File: config.mk
export PLATFORM = sky130hd
export DESIGN_NAME = counting_semaphore_wait_queue_flat
export DESIGN_NICKNAME = d
export VERILOG_FILES = /design/src/rtl/core/csq_pkg.sv /design/src/rtl/core/csq_if.sv /design/src/rtl/core/csq_cell.sv /design/src/rtl/core/counting_semaphore_wait_queue.sv /design/src/flat_wrapper.sv
export SDC_FILE = /design/constraint.sdc
export NUM_CORES = 1
export LEC_CHECK = 0
export ABC_AREA = 0
export BUFFER_PORTS_ARGS = -buffer_cell sky130_fd_sc_hd__buf_2
export CAP_MARGIN = 20
export CORE_UTILIZATION = 45
export DETAILED_ROUTE_END_ITERATION = 8
export GPL_TIMING_DRIVEN = 0
export PLACE_DENSITY = 0.71
export SYNTH_ARGS = -nofsm -noshare
export SYNTH_HDL_FRONTEND = slang
export SYNTH_SLANG_ARGS = --single-unit
File: constraint.sdc
create_clock -name clk -period 6.9 [get_ports clk]
set_clock_uncertainty 0.15 [all_clocks]
set_input_delay 0.345 -clock clk [delete_from_list [all_inputs] [get_ports clk]]
set_output_delay 0.345 -clock clk [all_outputs]
set_load 0.02 [all_outputs]
File: src/rtl/core/csq_pkg.sv
// package: constants, opcodes and cell link types of the semaphore
`default_nettype none

package csq_pkg;

    localparam int QueueDepth = 16;
    localparam int IdBits     = 8;
    localparam int CountW     = 16;
    localparam int ThreadW    = 8;
    localparam int OpcodeW    = 2;

    localparam logic [CountW-1:0] CountMax = {CountW{1'b1}};

    typedef enum logic [OpcodeW-1:0] {
        OP_DOWN   = 2'd0,
        OP_UP     = 2'd1,
        OP_REINIT = 2'd2
    } op_t;

    // broadcast to every cell
    typedef struct packed {
        logic down;
        logic append;
        logic clear;
    } cell_ctl_t;

    // passed from a cell to the next higher slot
    typedef struct packed {
        logic hit;
        logic post_valid;
    } chain_fwd_t;

endpackage

`default_nettype wire

File: src/rtl/core/csq_if.sv
// request and response channel interfaces
`default_nettype none

interface csq_req_if;
    logic                            valid;
    logic                            ready;
    logic [csq_pkg::OpcodeW-1:0]     opcode;
    logic [csq_pkg::ThreadW-1:0]     thread_id;

    modport source (output valid, output opcode, output thread_id, input ready);
    modport sink (input valid, input opcode, input thread_id, output ready);
endinterface

interface csq_rsp_if;
    logic                            valid;
    logic                            ready;
    logic                            granted;
    logic                            wake_valid;
    logic [csq_pkg::ThreadW-1:0]     wake_thread;
    logic                            queue_overflow;
    logic                            count_saturated;
    logic [csq_pkg::CountW-1:0]      count_now;

    modport source (
        output valid, output granted, output wake_valid, output wake_thread,
        output queue_overflow, output count_saturated, output count_now,
        input ready
    );
    modport sink (
        input valid, input granted, input wake_valid, input wake_thread,
        input queue_overflow, input count_saturated, input count_now,
        output ready
    );
endinterface

`default_nettype wire

File: src/rtl/core/csq_cell.sv
// one wait queue slot: id, valid bit, match, shift and fill logic
`default_nettype none

module csq_cell #(
    parameter int ID_BITS = csq_pkg::IdBits
) (
    input  wire logic               clk,
    input  wire logic               rst_n,
    input  wire csq_pkg::cell_ctl_t ctl,
    input  wire logic [ID_BITS-1:0] op_id,
    input  wire csq_pkg::chain_fwd_t fwd_in,
    output csq_pkg::chain_fwd_t     fwd_out,
    input  wire logic [ID_BITS-1:0] nxt_id,
    input  wire logic               nxt_valid,
    output logic [ID_BITS-1:0]      cur_id,
    output logic                    cur_valid
);

    logic [ID_BITS-1:0] id_reg;
    logic [ID_BITS-1:0] id_next;
    logic               valid_reg;
    logic               valid_next;
    logic               match;
    logic               shift;
    logic [ID_BITS-1:0] post_id;
    logic               post_valid;
    logic               fill;

    always_comb
    begin
        match      = valid_reg && (id_reg == op_id);
        // close the gap left by the first matching slot at or below this one
        shift      = ctl.down && (fwd_in.hit || match);
        post_id    = shift ? nxt_id : id_reg;
        post_valid = shift ? nxt_valid : valid_reg;
        // first free slot of the packed queue
        fill       = ctl.append && !post_valid && fwd_in.post_valid;

        fwd_out.hit        = fwd_in.hit || match;
        fwd_out.post_valid = post_valid;

        priority if (ctl.clear)
        begin
            id_next    = id_reg;
            valid_next = 1'b0;
        end
        else if (fill)
        begin
            id_next    = op_id;
            valid_next = 1'b1;
        end
        else
        begin
            id_next    = post_id;
            valid_next = post_valid;
        end
    end

    always_ff @(posedge clk or negedge rst_n)
    begin
        if (!rst_n)
        begin
            valid_reg <= 1'b0;
        end
        else
        begin
            valid_reg <= valid_next;
        end
    end

    always_ff @(posedge clk)
    begin
        id_reg <= id_next;
    end

    assign cur_id    = id_reg;
    assign cur_valid = valid_reg;

endmodule

`default_nettype wire

File: src/rtl/core/counting_semaphore_wait_queue.sv
// top level: counting semaphore with an ordered wait queue of thread ids
// Takes one item per clock on req and returns one response item on rsp for each,
// in the cycle after acceptance; req.ready stays high while the response register is
// empty or being taken, so with rsp.ready held high the block sustains one item
// every cycle. The cycle time is set by the ripple of the match and free-slot
// signals through the QUEUE_DEPTH slot cells. Opcodes: down attempt, up,
// reinitialize (loads the count from the cfg register and empties the queue);
// opcode 3 changes nothing and reports the current count. The queue is kept
// packed toward slot 0; valid bits sit in flops, so reset empties it at once and
// no clearing pass is needed. Only the low ID_BITS bits of thread_id are kept.
`default_nettype none

module counting_semaphore_wait_queue #(
    parameter int QUEUE_DEPTH = csq_pkg::QueueDepth,
    parameter int ID_BITS     = csq_pkg::IdBits
) (
    input  wire logic                        clk,
    input  wire logic                        rst_n,
    csq_req_if.sink                          req,
    csq_rsp_if.source                        rsp,
    input  wire logic                        cfg_wr_en,
    input  wire logic [csq_pkg::CountW-1:0]  cfg_wr_data
);

    // configuration and count
    logic [csq_pkg::CountW-1:0]  init_reg;
    logic [csq_pkg::CountW-1:0]  count_reg;
    logic [csq_pkg::CountW-1:0]  count_next;

    // response register
    logic                        rsp_valid_reg;
    logic                        rsp_valid_next;
    logic                        granted_reg;
    logic                        wake_valid_reg;
    logic [csq_pkg::ThreadW-1:0] wake_thread_reg;
    logic                        overflow_reg;
    logic                        saturated_reg;
    logic [csq_pkg::CountW-1:0]  count_now_reg;

    // per-item decode
    logic                        accept;
    csq_pkg::op_t                op;
    logic [ID_BITS-1:0]          op_id;
    logic                        count_zero;
    csq_pkg::cell_ctl_t          ctl;
    logic                        granted_c;
    logic                        wake_valid_c;
    logic [csq_pkg::ThreadW-1:0] wake_thread_c;
    logic                        overflow_c;
    logic                        saturated_c;

    // cell chain links: fwd runs toward the tail, id/valid toward the head
    csq_pkg::chain_fwd_t         fwd   [QUEUE_DEPTH+1];
    logic [ID_BITS-1:0]          ids   [QUEUE_DEPTH+1];
    logic                        valids[QUEUE_DEPTH+1];

    // a new item may enter while the response register is empty or its response is taken
    assign req.ready = !rsp_valid_reg || rsp.ready;
    assign accept    = req.valid && req.ready;
    assign op        = csq_pkg::op_t'(req.opcode);
    assign op_id     = ID_BITS'(req.thread_id);
    assign count_zero = (count_reg == '0);

    // head of chain sees no earlier match and an occupied left neighbor
    assign fwd[0].hit        = 1'b0;
    assign fwd[0].post_valid = 1'b1;
    // beyond the tail the queue is empty
    assign ids[QUEUE_DEPTH]    = '0;
    assign valids[QUEUE_DEPTH] = 1'b0;

    genvar gi;
    generate
        for (gi = 0; gi < QUEUE_DEPTH; gi++)
        begin : g_cell
            csq_cell #(
                .ID_BITS (ID_BITS)
            ) u_cell (
                .clk       (clk),
                .rst_n     (rst_n),
                .ctl       (ctl),
                .op_id     (op_id),
                .fwd_in    (fwd[gi]),
                .fwd_out   (fwd[gi+1]),
                .nxt_id    (ids[gi+1]),
                .nxt_valid (valids[gi+1]),
                .cur_id    (ids[gi]),
                .cur_valid (valids[gi])
            );
        end
    endgenerate

    always_comb
    begin
        ctl            = '0;
        count_next     = count_reg;
        granted_c      = 1'b0;
        wake_valid_c   = 1'b0;
        wake_thread_c  = '0;
        overflow_c     = 1'b0;
        saturated_c    = 1'b0;

        if (accept)
        begin
            unique case (op)
                csq_pkg::OP_DOWN:
                begin
                    // removal of the caller always happens; then grant or queue
                    ctl.down = 1'b1;
                    if (!count_zero)
                    begin
                        count_next = count_reg - 1'b1;
                        granted_c  = 1'b1;
                    end
                    else
                    begin
                        ctl.append = 1'b1;
                        // tail still occupied after removal: queue is full
                        overflow_c = fwd[QUEUE_DEPTH].post_valid;
                    end
                end
                csq_pkg::OP_UP:
                begin
                    // head is reported, not dequeued
                    wake_valid_c  = valids[0];
                    wake_thread_c = valids[0] ? csq_pkg::ThreadW'(ids[0]) : '0;
                    if (count_reg == csq_pkg::CountMax)
                    begin
                        saturated_c = 1'b1;
                    end
                    else
                    begin
                        count_next = count_reg + 1'b1;
                    end
                end
                csq_pkg::OP_REINIT:
                begin
                    ctl.clear  = 1'b1;
                    count_next = init_reg;
                end
                default:
                begin
                    // unused opcode: no change
                    count_next = count_reg;
                end
            endcase
        end

        rsp_valid_next = accept || (rsp_valid_reg && !rsp.ready);
    end

    always_ff @(posedge clk or negedge rst_n)
    begin
        if (!rst_n)
        begin
            init_reg      <= '0;
            count_reg     <= '0;
            rsp_valid_reg <= 1'b0;
        end
        else
        begin
            if (cfg_wr_en)
            begin
                init_reg <= cfg_wr_data;
            end
            count_reg     <= count_next;
            rsp_valid_reg <= rsp_valid_next;
        end
    end

    always_ff @(posedge clk)
    begin
        if (accept)
        begin
            granted_reg     <= granted_c;
            wake_valid_reg  <= wake_valid_c;
            wake_thread_reg <= wake_thread_c;
            overflow_reg    <= overflow_c;
            saturated_reg   <= saturated_c;
            count_now_reg   <= count_next;
        end
    end

    assign rsp.valid           = rsp_valid_reg;
    assign rsp.granted         = granted_reg;
    assign rsp.wake_valid      = wake_valid_reg;
    assign rsp.wake_thread     = wake_thread_reg;
    assign rsp.queue_overflow  = overflow_reg;
    assign rsp.count_saturated = saturated_reg;
    assign rsp.count_now       = count_now_reg;

endmodule

`default_nettype wire

File: src/flat_wrapper.sv
// flat-port wrapper written by rule: the top's interface ports become plain ports
module counting_semaphore_wait_queue_flat 
#(
    parameter int QUEUE_DEPTH = csq_pkg::QueueDepth,
    parameter int ID_BITS     = csq_pkg::IdBits
)
  (clk, rst_n, cfg_wr_en, cfg_wr_data, req_valid, req_opcode, req_thread_id, req_ready, rsp_valid, rsp_granted, rsp_wake_valid, rsp_wake_thread, rsp_queue_overflow, rsp_count_saturated, rsp_count_now, rsp_ready);
  csq_req_if req_i ();
  csq_rsp_if rsp_i ();
  input  wire logic clk;
  input  wire logic rst_n;
  input  wire logic cfg_wr_en;
  input  wire logic [csq_pkg::CountW-1:0] cfg_wr_data;
  input wire logic [$bits(req_i.valid)-1:0] req_valid;
  input wire logic [$bits(req_i.opcode)-1:0] req_opcode;
  input wire logic [$bits(req_i.thread_id)-1:0] req_thread_id;
  output wire logic [$bits(req_i.ready)-1:0] req_ready;
  output wire logic [$bits(rsp_i.valid)-1:0] rsp_valid;
  output wire logic [$bits(rsp_i.granted)-1:0] rsp_granted;
  output wire logic [$bits(rsp_i.wake_valid)-1:0] rsp_wake_valid;
  output wire logic [$bits(rsp_i.wake_thread)-1:0] rsp_wake_thread;
  output wire logic [$bits(rsp_i.queue_overflow)-1:0] rsp_queue_overflow;
  output wire logic [$bits(rsp_i.count_saturated)-1:0] rsp_count_saturated;
  output wire logic [$bits(rsp_i.count_now)-1:0] rsp_count_now;
  input wire logic [$bits(rsp_i.ready)-1:0] rsp_ready;
  assign req_i.valid = req_valid;
  assign req_i.opcode = req_opcode;
  assign req_i.thread_id = req_thread_id;
  assign req_ready = req_i.ready;
  assign rsp_valid = rsp_i.valid;
  assign rsp_granted = rsp_i.granted;
  assign rsp_wake_valid = rsp_i.wake_valid;
  assign rsp_wake_thread = rsp_i.wake_thread;
  assign rsp_queue_overflow = rsp_i.queue_overflow;
  assign rsp_count_saturated = rsp_i.count_saturated;
  assign rsp_count_now = rsp_i.count_now;
  assign rsp_i.ready = rsp_ready;
  counting_semaphore_wait_queue #(.QUEUE_DEPTH(QUEUE_DEPTH), .ID_BITS(ID_BITS)) u_core (.clk(clk), .rst_n(rst_n), .req(req_i), .rsp(rsp_i), .cfg_wr_en(cfg_wr_en), .cfg_wr_data(cfg_wr_data));
endmodule
==> out/results.txt, run 1 <==
Max reg flops: 128
VDD IR-drop max: 0.176 mV
Share of cells above drive strength 1: 0.251
Main synth FF type: edfxtp_1
Fin. max-slew vios: 0
Vias in the first global route: 7937
Layout Nets: 1096
Cell Pwr Density: 223 nW/um^2
Fin crit share: 0.621
Die area: 26000 sq um
Headroom to the max-slew limit: 0.387
Detailed-route wire length on metal 1: 12100 microns
Most frequent cells in the layout: edfxtp_1, mux2_2, xnor2_1
Cell variety after synth: 65
Routed wl met3: 1970 microns
Max-Cap Viols: 0
Largest net degree at the start of global routing: 33
Vias post-DR: 7971
Post-Route Setup TNS: 0 ps
Chip width: 161 microns
Skew-Pair Late Insertion Delay: 530 ps
CP Launch Type: primary input
Core area: 24600 sq um
Footprint of the multi-input gates: 5100 sq um
H-tree Lvls: 1
Io pins: 61
Worst EP required: 7020 ps
Unrepaired setup endpoints after global routing: no
Total detailed-routing wirelength: 28300 microns
Avg Inst Size Synth: 11.8 sq um
Clk slew on worst S/H paths: 60 ps
Hpwl dp: 20300 microns
Wire length on met2: 13300 microns
Hold WS: 164 ps
Ant diodes: 0
Row Count: 57
Crit path cell chain: dlygate4sd3_1 > buf_2 > nand2_1 > inv_1 > buf_16 > nand2_1 > nor4_1 > or3_1 > o31ai_1 > mux2_2 > nor3_4 > mux2_2
DR top layer: met4
Sequential fraction of the synthesis area: 0.518
Minimum clock period: 4290 ps
Post-synth ARST share: 0.239
Post-synth top area share: 0.410
Arrival @ worst endpoint: 4400 ps
Status: finished, final reports clean
Hold Violations, Final: 0
Leakage: 4.72 nW
Gpl congestion: 0.928
Area of the mapped netlist: 11400 sq um
Synth Instances: 965
CP Class: primary input to flip-flop
Crit path capture type: flip-flop
Synth-to-layout area growth: 14.0%
Total congestion overflow: 0
Total CTS buffers: 23
Yosys warnings: 0
Final setup fails: 0
Crit Path Max Fanout: 24
Vias per cell: 5.68
Non-Filler Instances: 1404
CTS Buffer Depth: 3
DRT iter0 DRCs: 736
Initial Util: 0.464
Leading area contributor after synthesis: edfxtp_1
Antenna Nets Post-Route: 0
Post-CTS Setup Repair Bufs: 0
Antenna violations before repair: 0
CTS tree: done
DR WL/cell: 20.1 microns
Die Ht: 161 microns
Global-route wire length before repair: 44000 microns
Residual DRC count: 0
Syn nets: 998
Port Buffers: 51
Slowest CP cell: dlygate4sd3_1
All-layer global routing usage: 0.219
Least-Margin Pin Slew: 911 ps
Placed insts: 1343
Fill cell count: 2069
Max Clk Rate: 233 MHz
CTS Sinks: 205
Main area contributors after synthesis: edfxtp_1, mux2_2, dfrtp_1
Commonest non-fill, non-tap cell in the layout: edfxtp_1
Synthesis-stage register bit count: 205
Worst path max stage delay: 540 ps
Clock Tree Root: clkbuf_16
Initial DRT Pass Iterations: 7
Hold Crit Class: primary input to async pin
EDFF count, synth: 156
Seq. cell area: 5910 sq um
==> worst max-delay path, delay by kind of cell <==
family	cells	cell delay, ps
AOI/OAI and AO/OA	1	440
and+or+nand+nor	5	1490
buffers and inverters	4	1310
muxes	2	840
==> cells by family (layout without fill, tap and decap cells) <==
logic type	after synthesis	count (layout)	share of synthesized area
buf+inv	84	199	0.0355
xor+xnor	135	135	0.104
compound gates	129	129	0.0709
flops	205	205	0.518
simple gates	257	257	0.118
mux	153	153	0.152
fa+ha+maj	2	2	0.00219
==> report_power, final <==
group / switching, mW / internal [mW] / total, mW / leakage (nW)
Sequential: 0.0374 / 1.37 / 1.41 / 2.05
Clock: 0.501 / 0.655 / 1.16 / 0.342
Combinational: 0.212 / 0.130 / 0.343 / 2.33
==> metrics by stage <==
stage | utilization | total power [mW] | area (sq um) | setup WS [ps]
2_1_floorplan | - | 1.66 | 11400 | 2940
3_5_place_dp | 0.493 | 1.76 | 12100 | 2350
5_1_grt | 0.529 | 3.01 | 13000 | 2420
4_1_cts | 0.529 | 2.92 | 13000 | 2610
3_3_place_gp | 0.491 | 1.75 | 12100 | 2070
6_report | 0.529 | 2.91 | 13000 | 2610
==> metal layers <==
| layer | vias to the layer above | track usage |
|---|---|---|
| met5 | - | 0 |
| met4 | 0 | 0.0785 |
| met3 | 59 | 0.0406 |
| met2 | 314 | 0.362 |
| met1 | 3861 | 0.288 |
| li1 | 3737 | - |
==> synthesized netlist by cell type (2+ instances only) <==
cell type,n
a221oi_1,4
nor3_4,2
mux2_4,8
or2_2,4
o21a_1,3
a21o_1,3
o22ai_1,6
nor3_1,25
a21oi_1,42
a22o_1,2
buf_2,21
a31oi_1,8
a222oi_1,2
mux2_1,2
a22oi_1,2
dfrtp_1,49
nor4_1,11
ha_1,2
o21ai_0,32
and3_1,9
nand2_1,59
o211ai_1,4
xor2_1,26
a32oi_1,2
edfxtp_1,156
nand3b_1,5
nand3_1,29
nor2_1,46
nand2b_1,15
nand4_1,20
nor2b_1,5
inv_1,14
buf_4,11
mux2i_1,14
and2_1,13
xnor2_1,109
buf_6,3
clkbuf_1,32
buf_1,3
or3_1,6
mux2_2,129
o31ai_1,4
==> final cells by class <==
class                           count  share of cell area
Inverter                           14             0.00404
Sequential cell                   205               0.454
Clock inverter                     13             0.00778
Clock buffer                       29              0.0459
Tap cell                          324              0.0311
Timing Repair Buffer               73              0.0383
Multi-Input combinational cell    676               0.392
Buffer                             70              0.0271
==> worst paths after layout <==
kind	start	depth (start not counted)	slack, ps	endpoint
max	req_valid	12	2610	u_core.g_cell[14].u_cell.cur_id[4]
min	rst_n	2	160	u_core.init_reg[13]
max reg2reg	u_core.rsp.valid	11	2660	u_core.g_cell[14].u_cell.cur_id[4]
min reg2reg	u_core.init_reg[10]	1	360	u_core.init_reg[10]
max in group asynchronous	rst_n	3	5900	u_core.init_reg[0]
min in group clk	cfg_wr_en	2	200	u_core.init_reg[4]
==> repair_timing <==
action / 4_1_cts / 5_1_grt
endpoints found under the hold margin: 34 / 0
setup endpoints to repair: 0 / 0
gates resized for setup: 0 / 0
hold buffers: 19 / 0
Power figures use the tool's default switching activity.
==> inputs of run 2 (changes only) <==
--- a/config.mk
+++ b/config.mk
@@ -5,7 +5,7 @@
 export SDC_FILE = /design/constraint.sdc
 export NUM_CORES = 1
 export LEC_CHECK = 0
-export ABC_AREA = 0
+export ABC_AREA = 1
 export BUFFER_PORTS_ARGS = -buffer_cell sky130_fd_sc_hd__buf_2
 export CAP_MARGIN = 20
 export CORE_UTILIZATION = 45
==> constraint.sdc (replaced) <==
create_clock -name clk -period 4.35 [get_ports clk]
set_clock_uncertainty 0.15 [all_clocks]
set_input_delay 0.2175 -clock clk [delete_from_list [all_inputs] [get_ports clk]]
set_output_delay 0.2175 -clock clk [all_outputs]
set_load 0.02 [all_outputs]
==> run 2 against run 1 <==
- via count grew 28%
- utilization shrank 0.19 points
- sequential share of layout area shrank 1.1 points
- non-clock buffer count shrank 5
- clock power grew 61%
- sequential cell count is the same
- critical endpoint is now u_core.g_cell[9].u_cell.cur_id[3]
- highest routed layer unchanged
==> out/results.txt, run 2 <==
Post-synth ARST share: 0.239 (unchanged)
Die area: 26600 sq um (+2.3%)
DR WL/cell: 18.6 microns (-7.7%)
Main area contributors after synthesis: edfxtp_1, nand2_1, dfrtp_1
Core area: 25300 sq um (+2.9%)
Leakage: 5.73 nW (+21%)
Io pins: 61 (unchanged)
Buffer and inverter count on the worst path: 9 (+5)
Most frequent cells in the layout: nand2_1, edfxtp_1, inv_1
Cell Pwr Density: 351 nW/um^2 (+57%)
Minimum clock period: 3500 ps
Antenna Nets Post-Route: 0 (unchanged)
Synth Instances: 1365 (+41%)
Avg Inst Size Synth: 8.56 sq um (-28%)
Post-Route Setup TNS: 0 ps (unchanged)
Leading area contributor after synthesis: edfxtp_1
Cell repeated most along the worst path: inv_2
Gpl congestion: 0.914 (-1.6%)
Skew-Pair Late Insertion Delay: 520 ps (about the same)
Syn nets: 1398 (+40%)
Yosys warnings: 0 (unchanged)
Arrival @ worst endpoint: 3520 ps (-880 ps)
Sequential fraction of the synthesis area: 0.506 (-0.0118)
Hold WS: 20.1 ps (-144 ps)
Total congestion overflow: 0 (unchanged)
Slowest CP cell: dfrtp_1
H-tree Lvls: 1 (unchanged)
Total detailed-routing wirelength: 33700 microns (+19%)
Row Count: 58 (+1.8%)
Area of the mapped netlist: 11700 sq um (+2.3%)
Placed insts: 1754 (+31%)
Headroom to the max-slew limit: 0.418 (+0.0311)
Vias in the first global route: 9550 (+20%)
Clock Tree Root: clkbuf_16
Worst EP required: 4380 ps (-2640 ps)
Top-count cell post-synth: nand2_1
Post_cts resized: 0 (unchanged)
Vias post-DR: 10200 (+28%)
Crit path cell chain: inv_1 > ha_1 > nand2_1 > inv_2 > nand3_2 > nor2_2 > inv_2 > nor2_2 > inv_2 > nor2_1 > inv_2 > nor2_4 > inv_2 > nor2_4 > inv_2 > buf_6 > nor2_1 > nand2_2 > buf_6 > nand2_1
Hpwl dp: 23700 microns (+17%)
Die Ht: 163 microns (+1.1%)
Share of cells above drive strength 1: 0.141 (-0.110)
Commonest non-fill, non-tap cell in the layout: nand2_1
Hold Violations, Final: 0 (unchanged)
Crit path capture type: flip-flop
Main synth FF type: edfxtp_1
VDD IR-drop max: 0.235 mV (+34%)
Hold path start: cfg_wr_en
Reg2Reg Launch Point: u_core.count_reg[1]
Largest net degree at the start of global routing: 27 (-18%)
Synth top cells by count: nand2_1, edfxtp_1, inv_1
Port Buffers: 56 (+9.8%)
Post-synth top area share: 0.401 (-0.00936)
Synth-to-layout area growth: 14.3%
Fin. max-slew vios: 0 (unchanged)
Max reg flops: 128 (unchanged)
Max-Cap Viols: 0 (unchanged)
Layout Nets: 1502 (+37%)
Post-CTS Hold Buffers: 21 (+2)
Total CTS buffers: 22 (-4.3%)
Antenna violations before repair: 0 (unchanged)
Initial DRT Pass Iterations: 6 (-1)
Post-CTS Setup Repair Bufs: 0 (unchanged)
CP Launch Type: flip-flop
Vias per cell: 5.61 (-1.2%)
Synthesis-stage register bit count: 205 (unchanged)
CTS Buffer Depth: 3 (unchanged)
Chip width: 163 microns (+1.1%)
Non-Filler Instances: 1815 (+29%)
Initial Util: 0.461 (-0.00270)
CTS tree: done
Unrepaired setup endpoints after global routing: no
All-layer global routing usage: 0.253 (+0.0341)
Residual DRC count: 0 (unchanged)
Crit path from: u_core.count_reg[1]
Final setup fails: 0 (unchanged)
Clk slew on worst S/H paths: 60 ps (about the same)
EDFF count, synth: 156 (unchanged)
Fin crit share: 0.804
CTS Sinks: 205 (unchanged)
Post-Route Utilization: 0.527 (-0.00189)
DRT iter0 DRCs: 865 (+18%)
Cell variety after synth: 53 (-18%)
CP Class: flip-flop to flip-flop
CP delay by family, top: simple AND/OR/NAND/NOR gates
Hold Crit Class: primary input to flip-flop
Global-route wire length before repair: 51400 microns (+17%)
Worst path max stage delay: 410 ps (-130 ps)
Ant diodes: 0 (unchanged)
Least-Margin Pin Slew: 873 ps (-38.3 ps)
Crit Path Max Fanout: 10 (-58%)
Status: finished, final reports clean
Max Clk Rate: 286 MHz
## run 2: cell count changes in the layout (fill, tap and decap cells not counted), moves of 65 or more
| cell | change |
|---|---|
| xnor2_1 | -90 |
| nor2_1 | +82 |
| mux2_2 | -122 |
| inv_1 | +116 |
| o21ai_0 | +72 |
| o21ai_1 | +65 |
| nand2_1 | +273 |
## run 2: worst paths after layout
path / end / slack, ps / cells after the start
max reg2reg: u_core.g_cell[9].u_cell.cur_id[3] / 850 / 20
max: u_core.g_cell[9].u_cell.cur_id[3] / 850 / 20
min: u_core.init_reg[12] / 20 / 2
max in group asynchronous: u_core.count_reg[3] / 3360 / 3
min reg2reg: u_core.init_reg[7] / 380 / 1
min in group asynchronous: u_core.rsp.valid / 120 / 2
## run 2: final cells by class
cell class	instances	area, sq um
Fill cell	2290	12000
Sequential cell	205	5910
Multi-Input combinational cell	955	4830
Clock buffer	26	608
Inverter	147	552
Timing Repair Buffer	80	543
Tap cell	330	413
Buffer	58	392
Clock inverter	14	106
## run 2: kinds of logic after synthesis
kind of cell,synth area share
AND/OR/NAND/NOR,0.230
AO/OA/AOI/OAI,0.136
buffers and inverters,0.0808
flip-flops,0.506
XOR/XNOR,0.0382
multiplexers,0.00675
adder cells (fa/ha/maj),0.00214
## run 2: per-stage QoR
stage | setup WS [ps] | instance area, sq um | power, mW
2_1_floorplan | 978 | 11700 | 2.62
3_3_place_gp | 232 | 12400 | 2.81
3_5_place_dp | 947 | 12400 | 2.82
4_1_cts | 903 | 13400 | 4.69
5_1_grt | 607 | 13400 | 4.85
6_report | 852 | 13400 | 4.68
## run 2: power by group
part           switching (mW)  internal, mW  total (mW)  leakage [nW]
clock network           0.808          1.06        1.87         0.346
registers              0.0657          2.18        2.24          2.04
logic                   0.387         0.183       0.570          3.35
## run 2: worst register-to-register path, stage by stage, from the launching register on
cell and delay, ps:
dfrtp_1 410, inv_1 120, ha_1 240, nand2_1 130
inv_2 70, nand3_2 100, nor2_2 140, inv_2 60
nor2_2 100, inv_2 50, nor2_1 110, inv_2 70
nor2_4 130, inv_2 70, nor2_4 190, inv_2 80
buf_6 170, nor2_1 140, nand2_2 150, buf_6 190
nand2_1 310
## run 2: per-layer routing
layer  part of all wire  global-route usage  up-vias
met4              0.033              0.0926        0
met1               0.41               0.337     4801
met2               0.45               0.403      486
met5                  0                   0        -
li1                   -                   -     4813
met3               0.11              0.0574       79
==> inputs of run 3 (changes only) <==
--- a/config.mk
+++ b/config.mk
@@ -5,7 +5,7 @@
 export SDC_FILE = /design/constraint.sdc
 export NUM_CORES = 1
 export LEC_CHECK = 0
-export ABC_AREA = 1
+export ABC_AREA = 0
 export BUFFER_PORTS_ARGS = -buffer_cell sky130_fd_sc_hd__buf_2
 export CAP_MARGIN = 20
 export CORE_UTILIZATION = 45
==> constraint.sdc (replaced) <==
create_clock -name clk -period 3.61 [get_ports clk]
set_clock_uncertainty 0.15 [all_clocks]
set_input_delay 0.1805 -clock clk [delete_from_list [all_inputs] [get_ports clk]]
set_output_delay 0.1805 -clock clk [all_outputs]
set_load 0.02 [all_outputs]
==> run 3 against run 2 <==
- wire length fell by 15%
- sequential power increased by 21%
- global-route usage fell by 3.2 points
- highest routed layer unchanged
- largest cell class unchanged
- sequential share of layout area grew 0.55 points
- clock power increased by 20%
- largest power group unchanged
- power rose by 19%
- non-clock buffer count rose by 7
==> out/results.txt, run 3 (synthesis results as in run 1) <==
Routed wl met3: 1830 microns (-49%)
CTS Buffer Depth: 3 (unchanged)
Die area: 26000 sq um (-2.3%)
DRT iter0 DRCs: 789 (-8.8%)
Non-Filler Instances: 1407 (-22%)
Hold Violations, Final: 0 (unchanged)
Least-Margin Pin Slew: 932 ps (+58.5 ps)
Skew-Pair Late Insertion Delay: 540 ps (+20 ps)
Worst EP required: 3660 ps (-720 ps)
Vias in the first global route: 7996 (-16%)
CP Class: flip-flop to flip-flop
Initial DRT Pass Iterations: 5 (-1)
Clk pwr share: 0.400 (about the same)
DR top layer: met4
Detailed-route wire length on metal 1: 12500 microns (-9.4%)
Slowest CP cell: or4_4
Most frequent cells in the layout: edfxtp_1, mux2_2, xnor2_1
Flop pwr share: 0.483 (+0.004)
Initial Util: 0.464 (+0.00270)
Row Count: 57 (-1.7%)
Layout Nets: 1099 (-27%)
Total detailed-routing wirelength: 28700 microns (-15%)
Crit Path Max Fanout: 10 (unchanged)
DR WL/cell: 20.4 microns (+9.7%)
Crit path cell chain: buf_6 > or4_4 > or3_1 > buf_2 > or3_1 > buf_6 > nor2_8 > buf_4 > nand2b_1 > o21ai_4
R2R cell count: 10 (-50%)
CTS Sinks: 205 (unchanged)
Part of the power in combinational logic: 0.117 (-0.005)
Antenna violations before repair: 0 (unchanged)
Total CTS buffers: 23 (+4.5%)
Port Buffers: 51 (-8.9%)
Arrival @ worst endpoint: 3530 ps (about the same)
Crit path capture type: flip-flop
Clock Tree Root: clkbuf_16
Hpwl dp: 20300 microns (-14%)
Wire length on met2: 13400 microns (-12%)
Core area: 24600 sq um (-2.9%)
Max Clk Rate: 287 MHz (+0.47%)
Total congestion overflow: 0 (unchanged)
Fin. max-slew vios: 0 (unchanged)
Crit path from: u_core.count_reg[4]
Leakage: 4.76 nW (-17%)
Final setup fails: 0 (unchanged)
Net Sw Frac: 0.261 (-0.00799)
Internal power: 4.13 mW (+21%)
Vias per cell: 5.71 (+1.9%)
Reg2Reg Launch Point: u_core.count_reg[4]
Status: finished, final reports clean
Minimum clock period: 3480 ps (-16.2 ps)
CTS tree: done
Placed insts: 1341 (-24%)
Switch Pwr: 1.46 mW (+16%)
Die Ht: 161 microns (-1.1%)
Post-Route Utilization: 0.536 (+0.00891)
Max reg flops: 128 (unchanged)
Chip width: 161 microns (-1.1%)
Share of cells above drive strength 1: 0.276 (+0.135)
Antenna Nets Post-Route: 0 (unchanged)
VDD IR-drop max: 0.359 mV (+53%)
Cell Pwr Density: 424 nW/um^2 (+21%)
Clk slew on worst S/H paths: 60 ps (about the same)
Headroom to the max-slew limit: 0.376 (-0.0424)
Ant diodes: 0 (unchanged)
Worst path max stage delay: 520 ps (+110 ps)
Vias post-DR: 8039 (-21%)
H-tree Lvls: 1 (unchanged)
Io pins: 61 (unchanged)
Hold Crit Class: primary input to async pin
Post-Route Setup TNS: 0 ps (unchanged)
Fin crit share: 0.965 (+0.160)
All-layer global routing usage: 0.221 (-0.0324)
Synth-to-layout area growth: 15.6%
Commonest non-fill, non-tap cell in the layout: edfxtp_1
Gpl congestion: 0.913 (-0.11%)
FF-to-FF setup slack: 130 ps (-720 ps)
Max-Cap Viols: 0 (unchanged)
Residual DRC count: 0 (unchanged)
CP Launch Type: flip-flop
Largest net degree at the start of global routing: 31 (+15%)
Global-route wire length before repair: 44300 microns (-14%)
Unrepaired setup endpoints after global routing: no
Worst r2r dst: u_core.g_cell[14].u_cell.cur_id[2]
==> run 3: per-layer routing <==
| metal | vias to the layer above | track usage |
|---|---|---|
| li1 | 3740 | - |
| met1 | 3936 | 0.304 |
| met2 | 308 | 0.359 |
| met3 | 55 | 0.0254 |
| met4 | 0 | 0.0832 |
| met5 | - | 0 |
==> run 3: worst max-delay path: cells and delay by family, from the launching register on <==
family	cells	cell delay, ps
and+or+nand+nor	5	1600
DFF	1	370
AOI/OAI and AO/OA	1	310
buffers and inverters	4	720
==> run 3: how the worst max path moves through the flow <==
stage | slack, ps | end | depth (start not counted)
finish | 130 | u_core.g_cell[14].u_cell.cur_id[2] | 10
global route | 4 | u_core.g_cell[14].u_cell.cur_id[3] | 10
CTS | -20 | u_core.g_cell[14].u_cell.cur_id[6] | 9
detailed placement | -760 | u_core.g_cell[13].u_cell.cur_id[5] | 11
global placement | -770 | u_core.g_cell[13].u_cell.cur_id[5] | 11
floorplan | 40 | u_core.g_cell[14].u_cell.cur_id[0] | 10
==> run 3: power by group through the flow <==
stage	registers, mW	logic [mW]	clock network [mW]
final	2.70	0.651	2.24
after floorplan	2.76	0.410	0
after global placement	2.74	0.618	0
after CTS	2.69	0.652	2.25
after global routing	2.71	0.707	2.35
after detailed placement	2.74	0.631	0
==> run 3: repair_timing <==
item | CTS | global route
setup endpoints to repair | 143 | 158
resized for setup | 11 | 18
endpoints found under the hold margin | 67 | 0
hold buffers | 19 | 0
pin swaps | 2 | 4
buffers inserted | 3 | 2
cloned | 1 | 0
==> run 3: cell type report <==
class	count	area, sq um
Clock buffer	25	593
Sequential cell	205	5910
Tap cell	324	405
Buffer	69	354
Fill cell	2051	11400
Inverter	14	56.3
Timing Repair Buffer	76	515
Multi-Input combinational cell	676	5230
Clock inverter	17	119
Timing Repair inverter	1	5.00
==> run 3: metrics by stage <==
step	hold slack (ps)	power (mW)	instance area, sq um	setup slack (ps)
after global placement	262	3.35	12100	-769
after CTS	22.0	5.60	13100	-18.2
after floorplan	-265	3.17	11500	35.2
final	11.7	5.59	13200	128
after global routing	66.8	5.76	13200	4.46
after detailed placement	36.1	3.37	12100	-763
